`src/hw/rtl/assert_macros.svh`:
```
// Assertion macros shared by the forwarding table RTL.
`ifndef ASSERT_MACROS_SVH
`define ASSERT_MACROS_SVH

// Property that must hold at every clock edge outside reset.
`define ASSERT_ALWAYS(lbl, prop, msg) \
  lbl: assert property (@(posedge clk) disable iff (rst) (prop)) else $error(msg);

// Consequent must hold in the same cycle as the antecedent.
`define ASSERT_IMPL(lbl, ante, cons, msg) \
  lbl: assert property (@(posedge clk) disable iff (rst) (ante) |-> (cons)) else $error(msg);

// Consequent must hold in the cycle after the antecedent.
`define ASSERT_NEXT(lbl, ante, cons, msg) \
  lbl: assert property (@(posedge clk) disable iff (rst) (ante) |=> (cons)) else $error(msg);

`endif

```
`src/hw/rtl/nft_pkg.sv`:
```
// Package with types, constants and helper functions of the forwarding table.
`timescale 1ns / 1ps
`default_nettype none

package nft_pkg;

  localparam int MAX_DIGITS      = 16;
  localparam int NUM_MAPS_DEF    = 4;
  localparam int NUM_ENTRIES_DEF = 64;
  localparam int NIBBLES         = 16;
  localparam int DIGITS_W        = 4 * NIBBLES;
  localparam int LEN_W           = 5;
  localparam int SLOT_W          = 2;
  localparam logic [3:0] DIGIT_MAX = 4'd9;

  typedef enum logic [2:0] {
    MODE_CREATE    = 3'd0,
    MODE_DELETE    = 3'd1,
    MODE_INSERT    = 3'd2,
    MODE_ERASE     = 3'd3,
    MODE_TRANSFORM = 3'd4
  } mode_t;

  typedef enum logic [2:0] {
    ST_OK          = 3'd0,
    ST_NO_MAP      = 3'd1,
    ST_BAD_NUM     = 3'd2,
    ST_FULL        = 3'd3,
    ST_NO_FREE_MAP = 3'd4
  } status_t;

  // Which fields a result carries besides its status.
  typedef enum logic [2:0] {
    RK_NONE,
    RK_CREATE,
    RK_CUR,
    RK_START,
    RK_ERASED
  } res_kind_t;

  typedef struct packed {
    logic [2:0]          mode;
    logic [SLOT_W-1:0]   map_slot;
    logic [DIGITS_W-1:0] src_digits;
    logic [LEN_W-1:0]    src_len;
    logic [DIGITS_W-1:0] dst_digits;
    logic [LEN_W-1:0]    dst_len;
  } req_t;

  typedef struct packed {
    logic [SLOT_W-1:0]   new_map_slot;
    logic [DIGITS_W-1:0] result_digits;
    logic [LEN_W-1:0]    result_len;
    logic                was_erased;
    logic                cycle_found;
    logic [2:0]          status;
  } rsp_t;

  // One entry of the shared store.
  typedef struct packed {
    logic [SLOT_W-1:0]   owner;
    logic [DIGITS_W-1:0] key;
    logic [LEN_W-1:0]    key_len;
    logic [DIGITS_W-1:0] value;
    logic [LEN_W-1:0]    value_len;
  } entry_t;

  // Commands from the controller to the datapath.
  typedef struct packed {
    logic      cap;
    logic      map_create;
    logic      map_delete;
    logic      trans_init;
    logic      scan_clr;
    logic      scan_run;
    logic      advance;
    logic      ent_write;
    logic      ent_erase;
    logic      res_set;
    res_kind_t res_kind;
    status_t   res_status;
    logic      out_load;
  } cmd_t;

  // Status from the datapath to the controller.
  typedef struct packed {
    logic [2:0] mode;
    logic       live;
    logic       src_ok;
    logic       dst_ok;
    logic       map_free_any;
    logic       scan_done;
    logic       found;
    logic       free_found;
    logic       hit_visited;
    logic       out_busy;
  } sts_t;

  // Zero every nibble at or above the digit count.
  function automatic logic [DIGITS_W-1:0] mask_digits(input logic [DIGITS_W-1:0] digits,
                                                      input logic [LEN_W-1:0] len);
    logic [DIGITS_W-1:0] m;
    m = '0;
    for (int i = 0; i < NIBBLES; i++) begin
      if (LEN_W'(i) < len) begin
        m[4*i +: 4] = digits[4*i +: 4];
      end
    end
    return m;
  endfunction

  // A number is valid with 1 to MAX_DIGITS digits, each of them 0 to 9.
  function automatic logic number_ok(input logic [DIGITS_W-1:0] digits,
                                     input logic [LEN_W-1:0] len);
    logic ok;
    ok = (len != '0) && (len <= LEN_W'(MAX_DIGITS));
    for (int i = 0; i < NIBBLES; i++) begin
      if (LEN_W'(i) < len && digits[4*i +: 4] > DIGIT_MAX) begin
        ok = 1'b0;
      end
    end
    return ok;
  endfunction

endpackage

`default_nettype wire

```
`src/hw/rtl/nft_ctrl.sv`:
```
// Controller state machine of the forwarding table.
`timescale 1ns / 1ps
`default_nettype none
`include "assert_macros.svh"

module nft_ctrl (
  input  logic          clk,
  input  logic          rst,
  input  logic          req_valid,
  output logic          req_ready,
  input  nft_pkg::sts_t sts,
  output nft_pkg::cmd_t cmd
);

  typedef enum logic [2:0] {
    S_IDLE,
    S_CHECK,
    S_SCAN,
    S_POST,
    S_FIN
  } state_t;

  state_t state, state_next;

  // No transfer is taken while reset is held.
  assign req_ready = (state == S_IDLE) && !rst;

  // Next state and commands.
  always_comb begin
    cmd        = '0;
    state_next = state;
    unique case (state)
      S_IDLE: begin
        if (req_valid && req_ready) begin
          cmd.cap    = 1'b1;
          state_next = S_CHECK;
        end
      end
      S_CHECK: begin
        cmd.res_kind   = nft_pkg::RK_NONE;
        cmd.res_status = nft_pkg::ST_OK;
        state_next     = S_FIN;
        unique case (sts.mode)
          nft_pkg::MODE_CREATE: begin
            cmd.res_set    = 1'b1;
            cmd.res_kind   = nft_pkg::RK_CREATE;
            cmd.res_status = sts.map_free_any ? nft_pkg::ST_OK : nft_pkg::ST_NO_FREE_MAP;
            cmd.map_create = sts.map_free_any;
          end
          nft_pkg::MODE_DELETE, nft_pkg::MODE_INSERT, nft_pkg::MODE_ERASE,
          nft_pkg::MODE_TRANSFORM: begin
            if (!sts.live) begin
              cmd.res_set    = 1'b1;
              cmd.res_status = nft_pkg::ST_NO_MAP;
            end else if (sts.mode == nft_pkg::MODE_DELETE) begin
              cmd.map_delete = 1'b1;
              cmd.scan_clr   = 1'b1;
              state_next     = S_SCAN;
            end else if (!sts.src_ok ||
                         (sts.mode == nft_pkg::MODE_INSERT && !sts.dst_ok)) begin
              cmd.res_set    = 1'b1;
              cmd.res_status = nft_pkg::ST_BAD_NUM;
            end else begin
              cmd.trans_init = 1'b1;
              cmd.scan_clr   = 1'b1;
              state_next     = S_SCAN;
            end
          end
          default: begin
            cmd.res_set = 1'b1;
          end
        endcase
      end
      S_SCAN: begin
        cmd.scan_run = 1'b1;
        if (sts.scan_done) begin
          state_next = S_POST;
        end
      end
      S_POST: begin
        cmd.res_set    = 1'b1;
        cmd.res_kind   = nft_pkg::RK_NONE;
        cmd.res_status = nft_pkg::ST_OK;
        state_next     = S_FIN;
        unique case (sts.mode)
          nft_pkg::MODE_INSERT: begin
            if (sts.found || sts.free_found) begin
              cmd.ent_write = 1'b1;
            end else begin
              cmd.res_status = nft_pkg::ST_FULL;
            end
          end
          nft_pkg::MODE_ERASE: begin
            if (sts.found) begin
              cmd.ent_erase = 1'b1;
              cmd.res_kind  = nft_pkg::RK_ERASED;
            end
          end
          nft_pkg::MODE_TRANSFORM: begin
            if (!sts.found) begin
              cmd.res_kind = nft_pkg::RK_CUR;
            end else if (sts.hit_visited) begin
              cmd.res_kind = nft_pkg::RK_START;
            end else begin
              // Follow one more link of the chain.
              cmd.res_set  = 1'b0;
              cmd.advance  = 1'b1;
              cmd.scan_clr = 1'b1;
              state_next   = S_SCAN;
            end
          end
          default: begin
            cmd.res_kind = nft_pkg::RK_NONE;
          end
        endcase
      end
      S_FIN: begin
        if (!sts.out_busy) begin
          cmd.out_load = 1'b1;
          state_next   = S_IDLE;
        end
      end
      default: begin
        state_next = S_IDLE;
      end
    endcase
  end

  // State register.
  always_ff @(posedge clk) begin
    if (rst) begin
      state <= S_IDLE;
    end else begin
      state <= state_next;
    end
  end

  `ASSERT_NEXT(a_one_item, req_valid && req_ready, !req_ready, "second transfer while busy")
  `ASSERT_IMPL(a_ready_idle, req_ready, state == S_IDLE, "ready outside idle")
  `ASSERT_NEXT(a_load_returns, cmd.out_load, state == S_IDLE, "no return to idle after a result")

endmodule

`default_nettype wire

```
`config.mk`:
```
export PLATFORM = sky130hd
export DESIGN_NAME = nft_ctrl
export DESIGN_NICKNAME = d
export VERILOG_FILES = /design/src/hw/rtl/nft_pkg.sv /design/src/hw/rtl/nft_ctrl.sv
export VERILOG_INCLUDE_DIRS = /design/src /design/src/hw/rtl
export SDC_FILE = /design/constraint.sdc
export NUM_CORES = 1
export LEC_CHECK = 0
export ABC_CLOCK_PERIOD_IN_PS = 1640
export BUFFER_PORTS_ARGS = -buffer_cell sky130_fd_sc_hd__buf_4
export CELL_PAD_IN_SITES_DETAIL_PLACEMENT = 1
export CELL_PAD_IN_SITES_GLOBAL_PLACEMENT = 2
export CORE_MARGIN = 4
export CORE_UTILIZATION = 18
export CTS_CLUSTER_DIAMETER = 200
export DETAILED_ROUTE_END_ITERATION = 12
export PLACE_DENSITY_LB_ADDON = 0.1
export SETUP_SLACK_MARGIN = 0.3
export SYNTH_ARGS = -nofsm -noshare
export SYNTH_HDL_FRONTEND = slang
export SYNTH_SLANG_ARGS = --single-unit
```
`constraint.sdc`:
```
create_clock -name clk -period 1.64 [get_ports clk]
set_input_delay 0.082 -clock clk [delete_from_list [all_inputs] [get_ports clk]]
set_output_delay 0.082 -clock clk [all_outputs]
set_load 0.01 [all_outputs]
```
==> flow_metrics.py, run 1 <==
metrics = {
    "outcome": {
        "status": "complete, but fails checks",
        "violations": "negative setup slack",
    },
    "global_route": {
        "gr-total-overflow": 0,
        "grt_pass1_wl_um": 3008,
        "grt_pass1_vias": 655,
        "track_usage": 0.1113,
        "grt_max_degree": 13,
        "antenna_found_initial": 0,
    },
    "clocking": {
        "cts.sink_count": 3,
        "cts_root_buf": "clkbuf_4",
        "h-tree-depth": 1,
        "cts_tree": "yes",
        "clkTransAtPathRegs_ns": 0.04,
        "clockBufferDepth": 2,
        "cts_made_buffers": 3,
        "clock_latency_ns": 0.24,
    },
    "critical_path": {
        "crit_path_end_kind": "primary output",
        "crit_required_ns": 1.56,
        "critPathMaxStageDelay_ns": 0.42,
        "cp_slowest_cell": "or3b_4",
        "worst-path-buf-inv": 2,
        "crit_path_start_kind": "register",
        "path_max_fanout": 4,
        "critPathKind": "reg -> out",
        "cp_data_arrival_time_ns": 1.56,
        "crit_chain": "or3b_4 > buf_6 > nor2_4 > nand2_2 > nor2_2 > buf_4",
        "crit_family": "simple AND/OR/NAND/NOR gates",
    },
    "detailed_routing": {
        "ant_nets": 0,
        "post_drt_wl_per_cell_um": 15.78,
        "vias": 656,
        "first_pass_iters": 4,
        "drc": 0,
        "routed_wl_um": 2067,
        "viasPerCell": 5.008,
        "drtIter0Drc": 3,
    },
    "final_layout": {
        "top_register": "state",
        "area_growth_pct": 117.5,
        "largest_reg_flops": 3,
        "antenna_cells": 0,
        "reg_top3": "state x3",
        "layoutNonFillerInstCount": 131,
        "final_util": 0.4201,
        "final_layout_size_suffix_gt1_frac": 0.6602,
        "nets": 119,
    },
    "floorplan": {
        "chipHeight_um": 57.19,
        "start_util": 0.1931,
        "io_pins": 33,
        "placementRows": 17,
        "core_area_mm2": 0.002255,
        "die_w_um": 57.19,
        "die-area_mm2": 0.003270,
    },
    "yosys": {
        "yosys.area.top_type": "dfxtp_1",
        "yosys_warnings": 0,
        "synth_top_area_share": 0.1379,
        "synth_area_um2": 435.4,
        "syn_avg_cell_area_um2": 7.257,
        "ys_ff_latch": 3,
        "synth-seq-area-share": 0.1379,
        "synthCells": 60,
        "synth_nets": 75,
        "synth_flop_cell": "dfxtp_1",
        "ys_types": 30,
        "synth_common_cells": "nor2_1 (6), nor3_1 (6), nand2_1 (4)",
        "synth-edff-count": 0,
        "synth_area_leaders": "dfxtp_1 (14%), nor3_1 (6.9%), a21o_1 (5.2%)",
        "synthArstFlopShare": 0,
    },
    "sta": {
        "timing.final.max_slew_violations": 0,
        "max_freq_mhz": 609.6,
        "period_share": 1.000,
        "whs_ns": 0.05190,
        "setup_viol": 1,
        "hold_violations": 0,
        "maxSlewHeadroom": 0.6877,
        "worst_pin_slew_ns": 0.4648,
        "finalCriticalPeriod_ns": 1.641,
        "fin_worst_skew_ns": 0.002638,
        "rsz0062_at_grt": "yes",
        "fin_ws_ns": -0.0005024,
    },
    "placement": {
        "hpwl_um": 1309,
        "dp_slack_ns": 0.1255,
        "dp.cells": 118,
        "gp_congestion": 0.6849,
        "portBuffers": 32,
    },
    "job": {
        "cap_violations": 0,
    },
    "power_and_ir_drop": {
        "leakage_uw": 0.0004328,
        "power_per_cell_area_mw_per_mm2": 402.3,
        "ir_worst_vdd_mv": 0.3557,
    },
    "worst_hold_path": {
        "min_path_type": "in -> reg",
    },
}
final timing paths:
path                            cells past startpoint      from       end  slack [ns]
worst max-delay path                                6  state[2]    cmd[3]     -0.0005
worst max register to register                      6  state[0]  state[2]        0.31
worst min register to register                      2  state[0]  state[0]        0.62
worst min-delay path                                2       rst  state[0]        0.05
repair_timing:
action	4_1_cts	5_1_grt
endpoints found under the setup margin	17	18
pin swaps	9	6
setup buffers	7	2
cloned	0	0
hold buffers	0	0
endpoints found under the hold margin	0	0
resized for setup	18	16
through the flow:
stage / instance area [um^2] / total power (uW) / TNS, ns
finish: 947.2 / 381.1 / -0.0005024
global route: 947.2 / 409.5 / -0.3321
CTS: 860.8 / 363.7 / 0
detailed placement: 714.4 / 201.4 / 0
global placement: 714.4 / 200.8 / 0
floorplan: 445.4 / 141.2 / 0
cells in the final DEF (no fill, tap or decap), drive strengths merged:
cell type,netlist,layout
and2,1,1
dfxtp,3,3
nand2b,1,1
nor2b,3,3
nor3,6,6
a21oi,2,2
o31ai,2,2
clkbuf,1,4
or4,1,1
inv,1,1
o21ba,3,3
nor4bb,1,1
and3,2,2
mux2i,1,1
buf,2,42
nand2,4,4
nor2,6,6
o21ai,2,2
or3b,2,2
nor3b,4,4
o21bai,1,1
nor4,3,3
nor4b,2,2
nand3b,1,1
a31oi,1,1
a211oi,1,1
a21o,3,3
routing by layer:
layer	up-vias	global-route usage	routed length, um
li1	314	-	-
met1	317	0.1356	838
met2	23	0.1958	1085
met3	2	0.03167	124
met4	0	0.01987	19
met5	-	0	0
cell type report:
| cell class | count | area, um^2 |
|---|---|---|
| timing repair buffer | 42 | 352.8 |
| tap | 28 | 35.03 |
| fill | 298 | 1308 |
| inverter | 1 | 3.754 |
| sequential | 3 | 71.32 |
| clock buffer | 4 | 26.28 |
| multi-input combinational | 53 | 457.9 |
cell families after synthesis:
| family | share of synthesized area |
|---|---|
| and+or+nand+nor | 0.5374 |
| buffers and inverters | 0.04021 |
| muxes | 0.02299 |
| DFF | 0.1379 |
| AOI/OAI and AO/OA | 0.2615 |
power breakdown:
group	internal, uW	leakage (uW)	switching (uW)
Combinational	89.2	0.000391	80.7
Sequential	74.7	0.0000267	2.28
Clock	91.5	0.0000150	42.8
Power figures use the tool's default switching activity.
==> run 2, diff against run 1 <==
==> constraint.sdc (replaced) <==
create_clock -name clk -period 1.64 [get_ports clk]
set_input_delay 0.082 -clock clk [delete_from_list [all_inputs] [get_ports clk]]
set_output_delay 0.082 -clock clk [all_outputs]
set_load 0.1 [all_outputs]
==> run 2 against run 1 <==
The run still ends with negative setup slack left. Worst hold slack worse by 0.0071 ns. Utilization increased by 15 points. Cell count is 6.1% higher. First-iteration DRC count up 67%. Critical path depth fell by 2. Die area is the same. Final area up 35%. Highest routed layer is now met3. Flip-flop and latch count unchanged. Via count rose by 4.3%. Register-to-register slack got worse by 0.12 ns. Wire length down 3.5%.
==> flow_metrics.py, run 2 (same netlist as run 1, synthesis figures left out) <==
metrics = {
    "power_and_ir_drop": {
        "leakage_uw": 0.0005455,
        "power_per_cell_area_mw_per_mm2": 393.6,
        "finalPower_uw": 503.8,
        "ir_worst_vdd_mv": 0.3040,
    },
    "global_route": {
        "grt_max_degree": 12,
        "gr-total-overflow": 0,
        "antenna_found_initial": 0,
        "grt_pass1_wl_um": 3229,
        "track_usage": 0.1212,
        "grt_pass1_vias": 696,
    },
    "placement": {
        "gp_congestion": 0.7203,
        "dp_slack_ns": 0.05276,
        "hpwl_um": 1424,
        "portBuffers": 32,
    },
    "final_layout": {
        "antenna_cells": 0,
        "largest_reg_flops": 3,
        "nets": 127,
        "final_layout_size_suffix_gt1_frac": 0.7477,
        "layout_common_cells": "buf_4 (26), buf_12 (14), buf_6 (8)",
        "top_register": "state",
        "area_growth_pct": 194.0,
        "final_common_cell": "buf_4",
        "nFillCells": 258,
        "reg_top3": "state x3",
    },
    "clocking": {
        "clockBufferDepth": 2,
        "cts_made_buffers": 3,
        "cts_tree": "yes",
        "cts.sink_count": 3,
        "clock_latency_ns": 0.24,
        "clkTransAtPathRegs_ns": 0.04,
        "cts_root_buf": "clkbuf_4",
        "h-tree-depth": 1,
    },
    "sta": {
        "fin_ws_ns": -0.09833,
        "period_share": 1.060,
        "fin_worst_skew_ns": 0.006006,
        "maxSlewHeadroom": 0.6161,
        "setup_viol": 8,
        "rsz0062_at_grt": "yes",
        "hold_violations": 0,
        "finalCriticalPeriod_ns": 1.738,
        "timing.final.max_slew_violations": 0,
        "worst_pin_slew_ns": 0.5715,
        "max_freq_mhz": 575.3,
    },
    "critical_path": {
        "path_max_fanout": 4,
        "crit_path_start_kind": "register",
        "crit_start": "state[2]",
        "cp_data_arrival_time_ns": 1.66,
        "critPathKind": "reg -> out",
        "regToRegStartpoint": "state[0]",
        "crit_required_ns": 1.56,
        "crit_path_end_kind": "primary output",
    },
    "detailed_routing": {
        "vias": 684,
        "ant_nets": 0,
        "viasPerCell": 4.921,
        "routed_wl_um": 1995,
        "first_pass_iters": 4,
        "drtIter0Drc": 5,
        "drc": 0,
        "post_drt_wl_per_cell_um": 14.35,
    },
    "worst_hold_path": {
        "min_path_type": "in -> reg",
        "hp-start": "rst",
    },
    "outcome": {
        "status": "complete, but fails checks",
        "violations": "negative setup slack",
    },
    "floorplan": {
        "die_w_um": 57.19,
        "start_util": 0.1931,
        "core_area_mm2": 0.002255,
        "chipHeight_um": 57.19,
        "placementRows": 17,
        "die-area_mm2": 0.003270,
        "io_pins": 33,
    },
    "job": {
        "cap_violations": 0,
    },
}
run 2: worst max-delay path: stages (launching register included):
cell	delay, ns
dfxtp_2	0.33
or3b_4	0.43
a21o_4	0.23
o31ai_4	0.21
buf_12	0.21
run 2: area by class of cell:
cell class / instances / area [um^2] / share of cell area
multi-input cells: 53 / 555.5 / 0.4340
flip-flops and latches: 3 / 63.81 / 0.04985
inverters: 1 / 3.754 / 0.002933
clock buffers: 4 / 26.28 / 0.02053
well taps: 28 / 35.03 / 0.02737
repair buffers: 50 / 595.6 / 0.4653
run 2: final timing paths:
path                            endpoint  slack, ns  cells after the start
worst max-delay path              cmd[2]       -0.1                      4
worst max register to register  state[1]       0.19                      7
worst min-delay path            state[0]       0.04                      2
worst min register to register  state[0]       0.64                      3
run 2: metrics by stage:
step	instances	hold WS, ns	TNS, ns	util	instance area (um^2)
after floorplan	60	0.1516	-5.517	-	598.1
after global placement	123	0.2939	0	0.3984	898.4
after detailed placement	123	0.2957	0	0.3984	898.4
after CTS	133	0.04049	-0.3226	0.5289	1192
after global routing	139	0.05281	-0.9416	0.5677	1280
final	139	0.04476	-0.3274	0.5677	1280
run 2: where the power goes:
group	switching [uW]	internal, uW	leakage [uW]	total (uW)
registers	2.66	77.7	0.0000258	80.4
logic	165	123	0.000505	288
clock network	43.8	91.6	0.0000150	135
run 2: layer usage:
metal / track usage / vias to the layer above / routed length [um]
li1: - / 330 / -
met1: 0.1442 / 337 / 788
met2: 0.2202 / 17 / 1105
met3: 0.02489 / 0 / 101
met4: 0.02980 / 0 / 0
met5: 0 / - / 0
run 2: repair_timing:
item	4_1_cts	5_1_grt
endpoints found under the setup margin	19	20
pin swaps	9	7
gates resized for setup	53	10
hold buffers	0	0
setup buffers	6	6
==> run 3, diff against run 2 <==
--- a/config.mk
+++ b/config.mk
@@ -7,7 +7,7 @@
 export NUM_CORES = 1
 export LEC_CHECK = 0
 export ABC_CLOCK_PERIOD_IN_PS = 1640
-export BUFFER_PORTS_ARGS = -buffer_cell sky130_fd_sc_hd__buf_4
+export BUFFER_PORTS_ARGS = -buffer_cell sky130_fd_sc_hd__buf_2
 export CELL_PAD_IN_SITES_DETAIL_PLACEMENT = 1
 export CELL_PAD_IN_SITES_GLOBAL_PLACEMENT = 2
 export CORE_MARGIN = 4
==> run 3 against run 2 <==
The run still ends with negative setup slack left. Setup slack improved by 0.022 ns. Total power shrank 3.5%. Utilization is 0.39 points higher. Final area up 0.68%. Clock power is 7% lower. Sequential power about the same. Worst hold slack improved by 0.054 ns. Flip-flop and latch count unchanged. Combinational power shrank 2%. Die area unchanged. Register-to-register slack about the same. Largest power group unchanged.
==> flow_metrics.py, run 3 (same netlist as run 1, synthesis figures left out) <==
metrics = {
    "sta": {
        "timing.final.max_slew_violations": 0,
        "max_freq_mhz": 582.7,
        "hold_violations": 0,
        "setup_viol": 4,
        "period_share": 1.046,
        "worst_pin_slew_ns": 0.5921,
        "whs_ns": 0.09878,
        "fin_worst_skew_ns": 0.0008326,
        "finalCriticalPeriod_ns": 1.716,
        "setup_tns_ns": -0.1726,
        "maxSlewHeadroom": 0.6022,
        "fin_ws_ns": -0.07624,
        "rsz0062_at_grt": "yes",
    },
    "clocking": {
        "cts_made_buffers": 3,
        "clkTransAtPathRegs_ns": 0.04,
        "h-tree-depth": 1,
        "cts_tree": "yes",
        "clockBufferDepth": 2,
        "cts.sink_count": 3,
        "cts_root_buf": "clkbuf_4",
        "clock_latency_ns": 0.23,
    },
    "power_and_ir_drop": {
        "ir_worst_vdd_mv": 0.4733,
        "power_per_cell_area_mw_per_mm2": 377.4,
        "leakage_uw": 0.0005330,
        "finalPower_uw": 486.3,
    },
    "final_layout": {
        "layout_common_cells": "buf_12 (17), buf_2 (14), buf_6 (9)",
        "top_register": "state",
        "largest_reg_flops": 3,
        "final_common_cell": "buf_12",
        "seq_area_um2": 63.81,
        "multi_input_area_um2": 573.1,
        "nFillCells": 257,
        "antenna_cells": 0,
        "nets": 126,
        "final_layout_size_suffix_gt1_frac": 0.7455,
        "area_growth_pct": 196.0,
        "reg_top3": "state x3",
        "design_area_mm2": 0.001289,
    },
    "critical_path": {
        "cp_data_arrival_time_ns": 1.63,
        "critPathKind": "reg -> out",
        "crit_path_start_kind": "register",
        "crit_path_end_kind": "primary output",
        "cp_slowest_cell": "or3b_4",
        "crit_required_ns": 1.56,
        "crit_chain": "or3b_4 > a21o_4 > o31ai_4 > buf_12",
        "critPathMaxStageDelay_ns": 0.42,
        "path_max_fanout": 4,
    },
    "placement": {
        "dpl_cell_area_mm2": 0.001044,
        "gp_congestion": 0.7659,
        "hpwl_um": 1502,
        "portBuffers": 32,
        "dp_slack_ns": 0.1140,
    },
    "job": {
        "cap_violations": 0,
    },
    "detailed_routing": {
        "first_pass_iters": 2,
        "drtIter0Drc": 2,
        "routed_wl_um": 1868,
        "drc": 0,
        "viasPerCell": 4.913,
        "ant_nets": 0,
        "vias": 678,
        "post_drt_wl_per_cell_um": 13.54,
    },
    "global_route": {
        "grt_pass1_vias": 711,
        "antenna_found_initial": 0,
        "grt_max_degree": 12,
        "grt_pass1_wl_um": 3167,
        "track_usage": 0.1179,
        "gr-total-overflow": 0,
    },
    "floorplan": {
        "core_area_mm2": 0.002255,
        "start_util": 0.1931,
        "chipHeight_um": 57.19,
        "die_w_um": 57.19,
        "die-area_mm2": 0.003270,
        "io_pins": 33,
        "placementRows": 17,
    },
    "outcome": {
        "violations": "negative setup slack",
        "status": "complete, but fails checks",
    },
    "worst_hold_path": {
        "min_path_type": "in -> reg",
    },
}
## run 3: changes by cell type in the layout (fill, tap and decap cells not counted), sizes merged
cell | before | now
buf | 50 | 49
## run 3: timing repair
| action | in CTS | in global routing |
|---|---|---|
| gates cloned | 0 | 0 |
| setup endpoints to repair | 20 | 20 |
| pin swaps | 7 | 8 |
| resized for setup | 18 | 13 |
| setup buffers | 5 | 6 |
| hold buffers | 0 | 0 |
## run 3: routing by layer
layer	track usage	routed length [um]	up-vias
met2	0.2284	1078	17
li1	-	-	333
met5	0	0	-
met4	0.02980	0	0
met1	0.1306	713	328
met3	0.02036	76	0
## run 3: worst max-delay path: cells and delay by family, from the launching register on
kind                   cells  cell delay, ns
AO/OA/AOI/OAI              2            0.44
buffers and inverters      1            0.21
flip-flops                 1            0.34
AND/OR/NAND/NOR            1            0.42
## run 3: through the flow
stage | utilization | instances
after floorplan | - | 60
after global placement | 0.4628 | 123
after detailed placement | 0.4628 | 123
after CTS | 0.5233 | 132
after global routing | 0.5716 | 138
final | 0.5716 | 138
## run 3: worst paths after layout
kind,cells past startpoint,slack (ns),endpoint,from
max reg2reg,8,0.18,state[1],state[2]
max,4,-0.08,cmd[2],state[1]
min reg2reg,2,0.60,state[0],state[0]
min,2,0.1,state[0],rst
## run 3: power by group
group | leakage (uW) | switching (uW) | internal, uW
Sequential | 0.0000258 | 2.65 | 77.8
Clock | 0.0000150 | 34.2 | 90.9
Combinational | 0.000492 | 166 | 115
## run 3: cell type report
type | count | area share
Inverter | 1 | 0.002913
Sequential cell | 3 | 0.04951
Timing Repair Buffer | 49 | 0.4553
Tap cell | 28 | 0.02718
Clock buffer | 4 | 0.02039
Multi-Input combinational cell | 53 | 0.4447
